<file path="src/rtl/fmc_pkg.sv">
// ----------------------------------------------------------------------------
// fmc_pkg
// Widths, signature constants and format codes shared by the file magic
// classifier.
// ----------------------------------------------------------------------------
package fmc_pkg;

   localparam int WORD_W  = 64;
   localparam int COUNT_W = 5;
   localparam int CODE_W  = 6;

   // Stream payload widths, padded to whole bytes
   localparam int REQ_DATA_W = 136;
   localparam int RSP_DATA_W = 8;

   typedef logic [WORD_W-1:0]  word_type;
   typedef logic [COUNT_W-1:0] count_type;
   typedef logic [CODE_W-1:0]  code_type;

   // Long signatures
   localparam logic [63:0] SIG_APETAG   = 64'h4150455441474558;
   localparam logic [63:0] SIG_AR       = 64'h213C617263683E0A;
   localparam logic [63:0] SIG_ASF_A    = 64'h3026B2758E66CF11;
   localparam logic [63:0] SIG_ASF_B    = 64'hA6D900AA0062CE6C;
   localparam logic [63:0] SIG_PNG      = 64'h89504E470D0A1A0A;
   localparam logic [63:0] SIG_YUV4MPEG = 64'h595556344D504547;
   localparam logic [63:0] SIG_RIFF_AVI = 64'h415649204C495354;
   localparam logic [55:0] SIG_RAR      = 56'h526172211A0700;
   localparam logic [39:0] SIG_AIFF     = 40'h464F524D00;
   localparam logic [31:0] SIG_MP4      = 32'h66747970;
   localparam logic [31:0] SIG_MOOV     = 32'h6D6F6F76;
   localparam logic [31:0] SIG_RIFF     = 32'h52494646;
   localparam logic [31:0] SIG_WAVE     = 32'h57415645;
   localparam logic [7:0]  YUV_BYTE8    = 8'h32;
   localparam logic [7:0]  YUV_BYTE9    = 8'h20;
   localparam logic [15:0] ADTS_MASK    = 16'hFFF6;
   localparam logic [15:0] ADTS_SYNC    = 16'hFFF0;
   localparam logic [10:0] MPA_SYNC     = 11'h7FF;

   // Valid byte thresholds
   localparam count_type CNT_MIN   = 5'd2;
   localparam count_type CNT_WORD4 = 5'd4;
   localparam count_type CNT_WORD8 = 5'd8;
   localparam count_type CNT_YUV   = 5'd10;
   localparam count_type CNT_WAVE  = 5'd12;
   localparam count_type CNT_FULL  = 5'd16;

   // Format codes
   localparam code_type FMT_UNKNOWN  = 6'd0;
   localparam code_type FMT_APETAG   = 6'd1;
   localparam code_type FMT_AR       = 6'd2;
   localparam code_type FMT_ASF      = 6'd3;
   localparam code_type FMT_PNG      = 6'd4;
   localparam code_type FMT_YUV4MPEG = 6'd5;
   localparam code_type FMT_MP4      = 6'd6;
   localparam code_type FMT_QT       = 6'd7;
   localparam code_type FMT_RAR      = 6'd8;
   localparam code_type FMT_GIF87A   = 6'd9;
   localparam code_type FMT_GIF89A   = 6'd10;
   localparam code_type FMT_7Z       = 6'd11;
   localparam code_type FMT_XZ       = 6'd12;
   localparam code_type FMT_AIFF     = 6'd13;
   localparam code_type FMT_DIRAC    = 6'd14;
   localparam code_type FMT_ELF      = 6'd15;
   localparam code_type FMT_FLAC     = 6'd16;
   localparam code_type FMT_IVF      = 6'd17;
   localparam code_type FMT_JAVA     = 6'd18;
   localparam code_type FMT_EBML     = 6'd19;
   localparam code_type FMT_MIDI     = 6'd20;
   localparam code_type FMT_MONKEY   = 6'd21;
   localparam code_type FMT_OGG      = 6'd22;
   localparam code_type FMT_PSD      = 6'd23;
   localparam code_type FMT_AVI      = 6'd24;
   localparam code_type FMT_WAVE     = 6'd25;
   localparam code_type FMT_RIFF     = 6'd26;
   localparam code_type FMT_TIFF_BE  = 6'd27;
   localparam code_type FMT_TIFF_LE  = 6'd28;
   localparam code_type FMT_UTF32    = 6'd29;
   localparam code_type FMT_WAVPACK  = 6'd30;
   localparam code_type FMT_ICO      = 6'd31;
   localparam code_type FMT_LZIP     = 6'd32;
   localparam code_type FMT_ZIP      = 6'd33;
   localparam code_type FMT_ZSTD     = 6'd34;
   localparam code_type FMT_BZIP2    = 6'd35;
   localparam code_type FMT_FLV      = 6'd36;
   localparam code_type FMT_GZIP     = 6'd37;
   localparam code_type FMT_ID3V2    = 6'd38;
   localparam code_type FMT_UTF8     = 6'd39;
   localparam code_type FMT_AC3      = 6'd40;
   localparam code_type FMT_JPEG     = 6'd41;
   localparam code_type FMT_LHA      = 6'd42;
   localparam code_type FMT_LZW      = 6'd43;
   localparam code_type FMT_PE       = 6'd44;
   localparam code_type FMT_UTF16    = 6'd45;
   localparam code_type FMT_BMP      = 6'd46;
   localparam code_type FMT_ADTS     = 6'd47;
   localparam code_type FMT_MPA      = 6'd48;
   localparam code_type FMT_LAST     = FMT_MPA;

endpackage

</file>
<file path="src/rtl/fmc_classify.sv">
// ----------------------------------------------------------------------------
// fmc_classify
// Signature compare bank and priority select for one file header.
// ----------------------------------------------------------------------------
module fmc_classify (
   input  fmc_pkg::word_type  head_word,
   input  fmc_pkg::word_type  tail_word,
   input  fmc_pkg::count_type byte_count,
   output fmc_pkg::code_type  format_code
);

   fmc_pkg::word_type sig;
   fmc_pkg::code_type code64;
   fmc_pkg::code_type code48;
   fmc_pkg::code_type code32;
   fmc_pkg::code_type code24;
   fmc_pkg::code_type code16;
   fmc_pkg::code_type riff_code;
   logic              yuv_hit;

   // Bytes beyond the count are zeroed; counts above sixteen behave as
   // sixteen since only >= thresholds are used
   always_comb begin
      if (byte_count >= fmc_pkg::CNT_WORD8) begin
         sig = head_word;
      end else if (byte_count >= fmc_pkg::CNT_WORD4) begin
         sig = {head_word[63:32], 32'h0};
      end else begin
         sig = {head_word[63:48], 48'h0};
      end
   end

   always_comb begin
      case (sig)
         fmc_pkg::SIG_APETAG: code64 = fmc_pkg::FMT_APETAG;
         fmc_pkg::SIG_AR:     code64 = fmc_pkg::FMT_AR;
         fmc_pkg::SIG_ASF_A:  code64 = fmc_pkg::FMT_ASF;
         fmc_pkg::SIG_ASF_B:  code64 = fmc_pkg::FMT_ASF;
         fmc_pkg::SIG_PNG:    code64 = fmc_pkg::FMT_PNG;
         default:             code64 = fmc_pkg::FMT_UNKNOWN;
      endcase
   end

   always_comb begin
      case (sig[63:16])
         48'h474946383761: code48 = fmc_pkg::FMT_GIF87A;
         48'h474946383961: code48 = fmc_pkg::FMT_GIF89A;
         48'h377ABCAF271C: code48 = fmc_pkg::FMT_7Z;
         48'hFD377A585A00: code48 = fmc_pkg::FMT_XZ;
         default:          code48 = fmc_pkg::FMT_UNKNOWN;
      endcase
   end

   always_comb begin
      case (sig[63:32])
         32'h42424344: code32 = fmc_pkg::FMT_DIRAC;
         32'h7F454C46: code32 = fmc_pkg::FMT_ELF;
         32'h664C6143: code32 = fmc_pkg::FMT_FLAC;
         32'h444B4946: code32 = fmc_pkg::FMT_IVF;
         32'hCAFEBABE: code32 = fmc_pkg::FMT_JAVA;
         32'h1A45DFA3: code32 = fmc_pkg::FMT_EBML;
         32'h4D546864: code32 = fmc_pkg::FMT_MIDI;
         32'h4D414320: code32 = fmc_pkg::FMT_MONKEY;
         32'h4F676753: code32 = fmc_pkg::FMT_OGG;
         32'h38425053: code32 = fmc_pkg::FMT_PSD;
         32'h4D4D002A: code32 = fmc_pkg::FMT_TIFF_BE;
         32'h49492A00: code32 = fmc_pkg::FMT_TIFF_LE;
         32'hFFFE0000: code32 = fmc_pkg::FMT_UTF32;
         32'h7776706B: code32 = fmc_pkg::FMT_WAVPACK;
         32'h00000100: code32 = fmc_pkg::FMT_ICO;
         32'h4C5A4950: code32 = fmc_pkg::FMT_LZIP;
         32'h504B0304: code32 = fmc_pkg::FMT_ZIP;
         32'h504B0506: code32 = fmc_pkg::FMT_ZIP;
         32'h504B0708: code32 = fmc_pkg::FMT_ZIP;
         32'h28B52FFD: code32 = fmc_pkg::FMT_ZSTD;
         default:      code32 = fmc_pkg::FMT_UNKNOWN;
      endcase
   end

   always_comb begin
      case (sig[63:40])
         24'h425A68: code24 = fmc_pkg::FMT_BZIP2;
         24'h464C56: code24 = fmc_pkg::FMT_FLV;
         24'h1F8B08: code24 = fmc_pkg::FMT_GZIP;
         24'h494433: code24 = fmc_pkg::FMT_ID3V2;
         24'hEFBBBF: code24 = fmc_pkg::FMT_UTF8;
         default:    code24 = fmc_pkg::FMT_UNKNOWN;
      endcase
   end

   always_comb begin
      case (sig[63:48])
         16'h0B77: code16 = fmc_pkg::FMT_AC3;
         16'hFFD8: code16 = fmc_pkg::FMT_JPEG;
         16'h1FA0: code16 = fmc_pkg::FMT_LHA;
         16'h1F9D: code16 = fmc_pkg::FMT_LZW;
         16'h4D5A: code16 = fmc_pkg::FMT_PE;
         16'hFFFE: code16 = fmc_pkg::FMT_UTF16;
         16'h424D: code16 = fmc_pkg::FMT_BMP;
         default:  code16 = fmc_pkg::FMT_UNKNOWN;
      endcase
   end

   assign yuv_hit = (sig == fmc_pkg::SIG_YUV4MPEG) && (byte_count >= fmc_pkg::CNT_YUV)
                    && (tail_word[63:56] == fmc_pkg::YUV_BYTE8)
                    && (tail_word[55:48] == fmc_pkg::YUV_BYTE9);

   always_comb begin
      if ((byte_count >= fmc_pkg::CNT_FULL) && (tail_word == fmc_pkg::SIG_RIFF_AVI)) begin
         riff_code = fmc_pkg::FMT_AVI;
      end else if ((byte_count >= fmc_pkg::CNT_WAVE)
                   && (tail_word[63:32] == fmc_pkg::SIG_WAVE)) begin
         riff_code = fmc_pkg::FMT_WAVE;
      end else begin
         riff_code = fmc_pkg::FMT_RIFF;
      end
   end

   always_comb begin
      if (byte_count < fmc_pkg::CNT_MIN) begin
         format_code = fmc_pkg::FMT_UNKNOWN;
      end else if (code64 != fmc_pkg::FMT_UNKNOWN) begin
         format_code = code64;
      end else if (yuv_hit) begin
         format_code = fmc_pkg::FMT_YUV4MPEG;
      end else if (sig[31:0] == fmc_pkg::SIG_MP4) begin
         format_code = fmc_pkg::FMT_MP4;
      end else if (sig[31:0] == fmc_pkg::SIG_MOOV) begin
         format_code = fmc_pkg::FMT_QT;
      end else if (sig[63:8] == fmc_pkg::SIG_RAR) begin
         format_code = fmc_pkg::FMT_RAR;
      end else if (code48 != fmc_pkg::FMT_UNKNOWN) begin
         format_code = code48;
      end else if (sig[63:24] == fmc_pkg::SIG_AIFF) begin
         format_code = fmc_pkg::FMT_AIFF;
      end else if (sig[63:32] == fmc_pkg::SIG_RIFF) begin
         format_code = riff_code;
      end else if (code32 != fmc_pkg::FMT_UNKNOWN) begin
         format_code = code32;
      end else if (code24 != fmc_pkg::FMT_UNKNOWN) begin
         format_code = code24;
      end else if (code16 != fmc_pkg::FMT_UNKNOWN) begin
         format_code = code16;
      end else if ((sig[63:48] & fmc_pkg::ADTS_MASK) == fmc_pkg::ADTS_SYNC) begin
         format_code = fmc_pkg::FMT_ADTS;
      end else if (sig[63:53] == fmc_pkg::MPA_SYNC) begin
         format_code = fmc_pkg::FMT_MPA;
      end else begin
         format_code = fmc_pkg::FMT_UNKNOWN;
      end
   end

endmodule

</file>
<file path="src/rtl/file_magic_classifier.sv">
// ----------------------------------------------------------------------------
// file_magic_classifier
// Container-format detection from the first sixteen bytes of a file.
// ----------------------------------------------------------------------------
// One request per cycle while the output is not stalled: a header is
// registered at the input, the compare bank and priority select run in the
// following cycle, and the code lands in the output register. The compare
// bank between those two registers is a single combinational stage. A stalled
// output holds both stages; the input keeps taking requests as long as the
// output side moves or a stage is empty.
module file_magic_classifier (
   input  logic                               clock,
   input  logic                               reset,
   input  logic                               req_tvalid,
   output logic                               req_tready,
   // [63:0] head_word, [127:64] tail_word, [132:128] byte_count, rest zero
   input  logic [fmc_pkg::REQ_DATA_W-1:0]     req_tdata,
   output logic                               rsp_tvalid,
   input  logic                               rsp_tready,
   // [5:0] format_code, rest zero
   output logic [fmc_pkg::RSP_DATA_W-1:0]     rsp_tdata
);

   logic               in_valid_ff;
   logic               in_valid_in;
   fmc_pkg::word_type  head_ff;
   fmc_pkg::word_type  tail_ff;
   fmc_pkg::count_type count_ff;
   logic               out_valid_ff;
   logic               out_valid_in;
   fmc_pkg::code_type  code_ff;
   fmc_pkg::code_type  code_calc;
   logic               out_free;
   logic               req_take;

   assign out_free   = !out_valid_ff || rsp_tready;
   assign req_tready = !in_valid_ff || out_free;
   assign req_take   = req_tvalid && req_tready;

   always_comb begin
      in_valid_in = in_valid_ff;
      if (req_tready) begin
         in_valid_in = req_tvalid;
      end
   end

   always_comb begin
      out_valid_in = out_valid_ff;
      if (out_free) begin
         out_valid_in = in_valid_ff;
      end
   end

   always_ff @(posedge clock) begin
      if (reset) begin
         in_valid_ff  <= 1'b0;
         out_valid_ff <= 1'b0;
      end else begin
         in_valid_ff  <= in_valid_in;
         out_valid_ff <= out_valid_in;
      end
   end

   always_ff @(posedge clock) begin
      if (req_take) begin
         head_ff  <= req_tdata[63:0];
         tail_ff  <= req_tdata[127:64];
         count_ff <= req_tdata[132:128];
      end
      if (out_free && in_valid_ff) begin
         code_ff <= code_calc;
      end
   end

   fmc_classify u_classify (
      .head_word   (head_ff),
      .tail_word   (tail_ff),
      .byte_count  (count_ff),
      .format_code (code_calc)
   );

   assign rsp_tvalid = out_valid_ff;
   assign rsp_tdata  = {{(fmc_pkg::RSP_DATA_W - fmc_pkg::CODE_W){1'b0}}, code_ff};

   // A taken request always occupies the input stage next cycle
   a_take_loads: assert property (@(posedge clock) disable iff (reset)
      req_take |=> in_valid_ff)
      else $error("request taken but input stage empty");

   // A held header must not be dropped while the output stalls
   a_hold_on_stall: assert property (@(posedge clock) disable iff (reset)
      (in_valid_ff && out_valid_ff && !rsp_tready) |=> (in_valid_ff && $stable(head_ff)))
      else $error("input stage lost a header during stall");

   // Short headers give unknown
   a_short_unknown: assert property (@(posedge clock) disable iff (reset)
      (in_valid_ff && out_free && (count_ff < fmc_pkg::CNT_MIN))
      |=> (rsp_tdata[5:0] == fmc_pkg::FMT_UNKNOWN))
      else $error("short header not classed unknown");

   // Codes stay within the defined range
   a_code_range: assert property (@(posedge clock) disable iff (reset)
      rsp_tvalid |-> (code_ff <= fmc_pkg::FMT_LAST))
      else $error("format code out of range");

endmodule

</file>
<file path="config.mk">
export PLATFORM = sky130hd
export DESIGN_NAME = file_magic_classifier
export DESIGN_NICKNAME = d
export VERILOG_FILES = /design/src/rtl/fmc_pkg.sv /design/src/rtl/fmc_classify.sv /design/src/rtl/file_magic_classifier.sv
export SDC_FILE = /design/constraint.sdc
export NUM_CORES = 1
export LEC_CHECK = 0
export ABC_AREA = 1
export BUFFER_PORTS_ARGS = -buffer_cell sky130_fd_sc_hd__buf_2
export CAP_MARGIN = 0
export CORE_ASPECT_RATIO = 0.5
export CORE_UTILIZATION = 61
export DETAILED_ROUTE_END_ITERATION = 8
export GPL_TIMING_DRIVEN = 0
export PLACE_DENSITY_LB_ADDON = 0.15
export REMOVE_ABC_BUFFERS = 1
export SLEW_MARGIN = 20
export SYNTH_ARGS = -nofsm -noshare
export SYNTH_HDL_FRONTEND = slang
export SYNTH_HIERARCHICAL = 1
export SYNTH_SLANG_ARGS = --single-unit
</file>
<file path="constraint.sdc">
create_clock -name clock -period 9.9 [get_ports clock]
set_input_delay 0.99 -clock clock [delete_from_list [all_inputs] [get_ports clock]]
set_output_delay 0.99 -clock clock [all_outputs]
set_load 0.05 [all_outputs]
</file>
==> results.cfg, run 1 <==
[run_status]
outcome = finished with violations
violations = design-rule violations

[synth]
synth_warnings = 6
synthCells = 1037
synth_area_um2 = 8480
avgSynthCellArea_um2 = 8.17

[placed_design]
placed_area_um2 = 9380
place_congestion = 1.15
numPortBuffers = 143
dp_hpwl_um = 24000
place_inst = 1365

[grt]
grt-ovfl-total = 0
globalRouteTotalUtil_pct = 47.6
antenna_found_initial = 2
grt_pass1_wl_um = 49800
grt_max_degree = 87
grt_pass1_vias = 8996

[flow_run]
maxCapViolCount = 0

[worst_setup_path]
cp.arrival_ns = 3.84
worstSetupPathType = flip-flop to flip-flop
worstPathMaxFanout = 36
required_ns = 10.10
timing.rr.start = count_ff[4]$_DFFE_PP_
cp-start-kind = flip-flop
worstReg2RegEnd = code_ff[2]$_DFFE_PP_
cp-end-kind = flip-flop
rr_worst_depth = 18
reg2reg_slack_ns = 6.26

[pwr]
peakVddDrop_uv = 138
pwr-share-seq_pct = 45.0
combPwrFrac_pct = 10.4
powerDensity_nw_per_um2 = 159
power.switching_mw = 0.433
internal-power_mw = 1.16
p_clk_share_pct = 44.6
switching_share_pct = 27.1
leakagePower_nw = 4.17

[final_layout]
nets = 1332
fill_cells = 931
regArea_um2 = 4180
final_util_pct = 73.9
multi_input_area_um2 = 3580
n_antenna_cell = 0
layout-drive-gt1-share_pct = 20.1
final_cell_area_um2 = 10000
fin_cells = 1396
syn_to_final_growth_pct = 18.2

[clock_network]
cts.clk_slew.worst_paths_ns = 0.07
htreeDepth = 4
cts_buffer_depth = 2
cts_resized = 0
cts_tree = built
post-cts-setup-buffers = 0
cts-root-buf = clkbuf_16
clock-sinks = 140
cts_hold_buffers = 0
cts_buffers = 17
clk-insertion-delay-late_ns = 0.44

[drt]
drt_iter0_markers = 1666
routed_wl_um = 33100
vias = 9205
drtPass1Iterations = 9
avgViaCountPerCell = 6.59
ant_nets = 0
drc = 62
drt-wirelength-per-cell_um = 23.7

[timing]
finalMaxSlewViolations = 0
slew_headroom_pct = 6.62
finalCriticalPeriod_ns = 3.64
max_freq_mhz = 275
final.setup_skew_ns = 0.0129
finalSetupTns_ns = 0
hold_viol = 0
setup_violations = 0
worstMarginPinSlew_ns = 1.39
fin_crit_sh_pct = 36.8
rsz0062_at_grt = no

[floorplanning]
io_pins = 150
fp.coreArea_um2 = 13600
num_rows = 30
die_x_um = 169
die_h_um = 85.4
initial_utilization_pct = 62.5
die_area_um2 = 14400

[hold_path]
hp-class = flip-flop to flip-flop
hold_path_depth = 2
hold_start = in_valid_ff$_SDFFE_PP0P_
min_to = rsp_tvalid$_SDFFE_PP0P_
[worst max path at each step]
stage / from / end / slack [ns] / cells past startpoint
global placement: rsp_tready / tail_ff[62]$_DFFE_PP_ / 4.90 / 5
global route: count_ff[4]$_DFFE_PP_ / code_ff[2]$_DFFE_PP_ / 6.01 / 18
finish: count_ff[4]$_DFFE_PP_ / code_ff[2]$_DFFE_PP_ / 6.26 / 18
floorplan: rsp_tready / count_ff[1]$_DFFE_PP_ / 5.48 / 4
detailed placement: count_ff[4]$_DFFE_PP_ / code_ff[2]$_DFFE_PP_ / 6.46 / 18
CTS: count_ff[4]$_DFFE_PP_ / code_ff[2]$_DFFE_PP_ / 6.39 / 18
[cell usage in the layout (no fill, tap or decap), types with 3 or more instances in the layout]
cell,count
bufinv_16,4
inv_1,157
buf_2,143
nand3_2,9
edfxtp_1,138
nor4_1,42
nand3b_1,19
a21oi_1,11
nor2_2,17
nand4_1,67
nor3_1,47
nand3_1,84
inv_2,9
clkbuf_16,17
o21ai_2,7
inv_6,4
nor3_2,6
o21ai_0,3
or2_2,3
o21ai_1,4
nand2_2,5
nor4b_1,3
inv_8,3
nand2_1,178
nor2_1,192
[power groups by stage]
stage	registers, mW	logic (mW)	clock network, mW
detailed placement	0.727	0.152	0
global route	0.721	0.173	0.731
global placement	0.728	0.144	0
CTS	0.717	0.157	0.713
finish	0.719	0.167	0.712
floorplan	0.725	0.0845	0
[flip-flops by register name, indices dropped and copies added, names as in the netlist]
name and count:
head_ff 64, code_ff 6, count_ff 4, rsp_tvalid 1, tail_ff 64, in_valid_ff 1
[final cells by class]
cell class              instances  area share [%]
flip-flops and latches        140            41.8
well taps                     192            2.40
clock buffers                  17            4.25
multi-input cells             721            35.7
clock inverters                14            2.09
inverters                     168            6.37
repair buffers                144            7.42
[layer usage]
layer / wire length, um / GRT usage [%]
met1: 11400 / 55.6
met2: 13800 / 73.3
met3: 5710 / 20.8
met4: 2190 / 28.3
met5: 0 / 1.00
[critical path, cell delays in order, from the launching register on]
cell and delay, ns:
edfxtp_1 0.47, nor2_4 0.75, nand2_8 0.34, nand2_1 0.18, nor2_1 0.09, nand2_1 0.30
inv_2 0.14, nand2_1 0.12, nor2_1 0.05, nor2_1 0.10, nand2_1 0.08, nor2_1 0.17
nand3_2 0.13, inv_2 0.10, nand2_1 0.05, nand3_1 0.10, nand4_1 0.09, nand2_1 0.07
inv_1 0.04
[per-stage QoR]
stage | hold WS (ns) | worst slack [ns] | total power, mW
6_report | 0.497 | 6.26 | 1.60
5_1_grt | 0.512 | 6.01 | 1.62
4_1_cts | 0.497 | 6.39 | 1.59
3_5_place_dp | 0.489 | 6.46 | 0.880
3_3_place_gp | 0.466 | 4.90 | 0.872
2_1_floorplan | 0.457 | 5.48 | 0.810
(Power assumes the default switching activity.)
==> run 2: changes to the inputs <==
- CORE_UTILIZATION: 61 -> 57
- clock period: 9.9 -> 3.7 ns (I/O delays scaled with it)
==> run 2 against run 1 <==
  * The run now ends clean
  * Critical path depth stayed put
  * Sequential power rose to 2.7 times the previous value
  * Final area about the same
  * Fmax rose by 5.4%
  * Largest power group unchanged
==> results.cfg, run 2 (same netlist as run 1, synthesis figures left out) <==
[run_status]
outcome = finished clean

[placed_design]
dp_hpwl_um = 23800
place_congestion = 1.15
pre_cts_ws_ns = 0.157
numPortBuffers = 143
place_inst = 1371

[worst_setup_path]
required_ns = 3.90
slowest_delay_ns = 0.52
cpMaxStageDelayCell = nor2_4
cp.arrival_ns = 3.66
worstPathMaxFanout = 36
cp-end-kind = flip-flop
cp-start-kind = flip-flop
worstSetupPathType = flip-flop to flip-flop
crit_chain = nor2_4 -> nand2_8 -> nand2_1 -> nor2_1 -> nand2_1 -> inv_2 -> nand2_1 -> nor2_1 -> nor2_2 -> nand2_1 -> nor2_2 -> nand3_2 -> inv_2 -> nand2_1 -> nand3_1 -> nand4_1 -> nand2_1 -> inv_1
cpMostUsedCell = nand2_1

[grt]
grt-ovfl-total = 0
grt_max_degree = 82
antenna_found_initial = 1
grt_pass1_wl_um = 47100
grt_pass1_vias = 8232
globalRouteTotalUtil_pct = 42.2

[clock_network]
cts-root-buf = clkbuf_16
post-cts-setup-buffers = 0
cts_hold_buffers = 0
cts_resized = 0
htreeDepth = 4
cts_buffers = 17
cts_buffer_depth = 2
cts.clk_slew.worst_paths_ns = 0.07
clk-insertion-delay-late_ns = 0.45
cts_tree = built
clock-sinks = 140

[final_layout]
fin_cells = 1405
final_common_cell = nor2_1
layout-drive-gt1-share_pct = 20.2
syn_to_final_growth_pct = 18.3
fill_cells = 1139
reg_top3 = head_ff: 64 flops, tail_ff: 64 flops, code_ff: 6 flops
nets = 1333
final_cell_mix = nor2_1 (192), nand2_1 (178), inv_1 (157)

[timing]
hold_slack_ns = 0.0907
slew_headroom_pct = 20.2
setup_violations = 0
max_freq_mhz = 290
fin_crit_sh_pct = 93.3
finalMaxSlewViolations = 0
hold_viol = 0
final.setup_skew_ns = 0.0127
worstMarginPinSlew_ns = 1.19
rsz0062_at_grt = no
setup_ws_ns = 0.247
finalCriticalPeriod_ns = 3.45

[floorplanning]
num_rows = 31
fp.coreArea_um2 = 14500
io_pins = 150
die_x_um = 174
die_h_um = 88.2
initial_utilization_pct = 58.4
die_area_um2 = 15400

[pwr]
p_total_mw = 4.21
leakagePower_nw = 4.17
powerDensity_nw_per_um2 = 420
peakVddDrop_uv = 404

[drt]
drc = 0
drtPass1Iterations = 6
avgViaCountPerCell = 6.39
drt-wirelength-per-cell_um = 23.0
ant_nets = 0
vias = 8978
routed_wl_um = 32300
drt_iter0_markers = 1453

[flow_run]
maxCapViolCount = 0

[hold_path]
hp-class = input pin to flip-flop
-- run 2: cell count changes in the layout (fill, tap and decap cells not counted) --
| cell | change |
|---|---|
| clkinvlp_4 | +1 |
| diode_2 | +1 |
| bufinv_16 | -1 |
| clkbuf_1 | +1 |
| clkinv_8 | +1 |
| clkinv_4 | -2 |
| nor2_2 | +1 |
| clkinv_1 | -1 |
| inv_6 | +2 |
-- run 2: where the power goes --
part / switching (mW) / leakage [nW] / internal (mW)
Sequential: 0.0727 / 1.37 / 1.85
Clock: 0.765 / 0.301 / 1.09
Combinational: 0.316 / 2.50 / 0.123
Total: 1.15 / 4.17 / 3.06
-- run 2: final cells by class --
class	count	area [um2]	area share, %
multi-input combinational	722	3580	35.7
clock buffer	18	429	4.28
antenna	1	2.50	0.0250
sequential	140	4180	41.7
timing repair buffer	144	743	7.41
inverter	168	638	6.36
clock inverter	14	199	1.98
tap	198	248	2.47
-- run 2: final timing paths --
check	from	to	slack (ns)	cells past startpoint
max	count_ff[3]$_DFFE_PP_	code_ff[2]$_DFFE_PP_	0.25	18
min reg2reg	in_valid_ff$_SDFFE_PP0P_	rsp_tvalid$_SDFFE_PP0P_	0.49	2
max reg2reg	count_ff[3]$_DFFE_PP_	code_ff[2]$_DFFE_PP_	0.25	18
min	req_tdata[5]	head_ff[5]$_DFFE_PP_	0.09	1
-- run 2: critical path: cells and delay by family, from the launching register on --
family,cells,cell delay [ns]
AND/OR/NAND/NOR,15,2.43
flip-flops,1,0.50
buffers and inverters,3,0.27
-- run 2: per-stage QoR --
step                setup TNS [ns]  instance area [um2]  utilization, %
detailed placement               0                 9390            64.7
global route                     0                10000            69.1
global placement            -89.02                 9360            64.5
floorplan                   -36.10                 8400               -
CTS                              0                10000            69.1
finish                           0                10000            69.1
-- run 2: per-layer routing --
layer | vias up | global-route usage (%) | routed length (um)
li1 | 3866 | - | -
met1 | 4040 | 52.3 | 11900
met2 | 865 | 66.9 | 13600
met3 | 205 | 15.3 | 5050
met4 | 2 | 20.3 | 1700
met5 | - | 0 | 26
==> run 3: changes to the inputs <==
- CELL_PAD_IN_SITES_DETAIL_PLACEMENT: not set -> 0
- CELL_PAD_IN_SITES_GLOBAL_PLACEMENT: not set -> 2
- CORE_UTILIZATION: 57 -> 33
==> run 3 against run 2 <==
  * Clock power grew 3%
  * Clock skew rose by 0.0046 ns
  * Hold slack worse by 0.0018 ns
  * First-iteration DRC count shrank 52%
  * Flip-flop and latch count unchanged
  * Via count decreased by 9.5%
  * Count of clock-buffer cells in the layout decreased by 1
  * Cell count up 11%
  * Critical path type unchanged
  * Non-clock buffer count increased by 2
  * Highest routed layer is now met4
==> results.cfg, run 3 (same netlist as run 1, synthesis figures left out) <==
[run_status]
outcome = finished clean

[flow_run]
maxCapViolCount = 0

[worst_setup_path]
worstPathMaxFanout = 6
cpMaxStageDelayCell = edfxtp_1
cp.arrival_ns = 3.48
required_ns = 3.90
cp-start-kind = flip-flop
cpMostUsedCell = nand2_1
crit_buf_inv = 1
crit_chain = inv_1 -> nand2_1 -> nor2_1 -> nand2_1 -> nor3_1 -> nand4_1 -> nand2_1 -> nor2_1 -> nand3_2 -> nand2_1 -> nand2_1 -> nand3_1 -> nand2_1 -> nand2_1 -> nand2_1 -> nand2_1
cp_top_family = simple AND/OR/NAND/NOR gates
slowest_delay_ns = 0.51
cp-end-kind = flip-flop
worstSetupPathType = flip-flop to flip-flop

[timing]
max_freq_mhz = 305
finalCriticalPeriod_ns = 3.28
fin_crit_sh_pct = 88.5
finalMaxSlewViolations = 0
final.setup_skew_ns = 0.0172
rsz0062_at_grt = no
finalSetupTns_ns = 0
setup_violations = 0
slew_headroom_pct = 39.8
hold_viol = 0
worstMarginPinSlew_ns = 0.901

[final_layout]
fin_cells = 1554
layout-drive-gt1-share_pct = 20.5
syn_to_final_growth_pct = 20.9
reg_top3 = head_ff: 64 flops, tail_ff: 64 flops, code_ff: 6 flops
final_cell_mix = nor2_1 (192), nand2_1 (178), inv_1 (157)
fill_cells = 2594
regArea_um2 = 4180
final_common_cell = nor2_1
nets = 1335
multi_input_area_um2 = 3590
final_util_pct = 40.7

[clock_network]
cts_hold_buffers = 0
cts.clk_slew.worst_paths_ns = 0.08
clock-sinks = 140
cts_buffers = 17
cts_tree = built
htreeDepth = 4
clk-insertion-delay-late_ns = 0.45
cts_buffer_depth = 2
cts-root-buf = clkbuf_16

[placed_design]
numPortBuffers = 143
place_inst = 1517
place_congestion = 0.944
dp_hpwl_um = 26700

[floorplanning]
die_area_um2 = 26400
die_x_um = 229
io_pins = 150
fp.coreArea_um2 = 25200
initial_utilization_pct = 33.6
num_rows = 41
die_h_um = 115

[pwr]
peakVddDrop_uv = 284
powerDensity_nw_per_um2 = 415
p_total_mw = 4.25
leakagePower_nw = 4.20

[drt]
drc = 0
ant_nets = 0
drtPass1Iterations = 6
drt-wirelength-per-cell_um = 21.1
avgViaCountPerCell = 5.23
vias = 8123
routed_wl_um = 32800
drt_iter0_markers = 698

[grt]
grt-ovfl-total = 0
grt_pass1_wl_um = 48300
globalRouteTotalUtil_pct = 25.6
antenna_found_initial = 2
grt_max_degree = 84
grt_pass1_vias = 7794

[hold_path]
hp-class = input pin to flip-flop
run 3: what timing repair did:
item | CTS | global route
cloned | 1 | 0
gates resized for setup | 0 | 0
setup endpoints to repair | 2 | 2
endpoints found under the hold margin | 0 | 0
pin swaps | 1 | 1
buffers inserted | 0 | 2
run 3: worst register-to-register path: stages, from the launching register on:
cell and delay, ns:
edfxtp_1 0.51, inv_1 0.20, nand2_1 0.14, nor2_1 0.48, nand2_1 0.22, nor3_1 0.27
nand4_1 0.26, nand2_1 0.24, nor2_1 0.10, nand3_2 0.10, nand2_1 0.05, nand2_1 0.14
nand3_1 0.09, nand2_1 0.06, nand2_1 0.05, nand2_1 0.06, nand2_1 0.04
run 3: path summary, 6_finish.rpt:
| check | start | end | slack, ns | depth (start not counted) |
|---|---|---|---|---|
| setup / recovery | head_ff[49]$_DFFE_PP_ | code_ff[0]$_DFFE_PP_ | 0.42 | 16 |
| hold / removal | req_tdata[30] | head_ff[30]$_DFFE_PP_ | 0.09 | 1 |
| setup reg to reg | head_ff[49]$_DFFE_PP_ | code_ff[0]$_DFFE_PP_ | 0.42 | 16 |
| hold reg to reg | in_valid_ff$_SDFFE_PP0P_ | rsp_tvalid$_SDFFE_PP0P_ | 0.50 | 2 |
run 3: final cells by class:
cell class / instances / area share, %
multi-input combinational: 722 / 35.0
tap: 344 / 4.20
sequential: 140 / 40.8
clock buffer: 17 / 4.15
antenna: 2 / 0.0488
timing repair buffer: 146 / 7.40
inverter: 168 / 6.22
clock inverter: 15 / 2.15
run 3: per-layer routing:
metal,GRT usage [%],part of all wire (%)
met4,8.10,2.0
met2,38.6,42
met3,6.92,8.7
met1,35.8,47
met5,0,0
run 3: where the power goes:
group,internal [mW],total [mW],leakage [nW],switching (mW)
Combinational,0.124,0.430,2.51,0.306
Sequential,1.85,1.91,1.37,0.0625
Clock,1.10,1.91,0.318,0.806
run 3: metrics by stage:
step                cell area (um2)  hold WS (ns)  setup slack [ns]
floorplan                      8400         0.432            -0.273
global placement               9540         0.470            -0.938
detailed placement             9580         0.496           -0.0871
CTS                           10200        0.0678             0.211
global route                  10200        0.0755             0.287
finish                        10300        0.0889             0.424
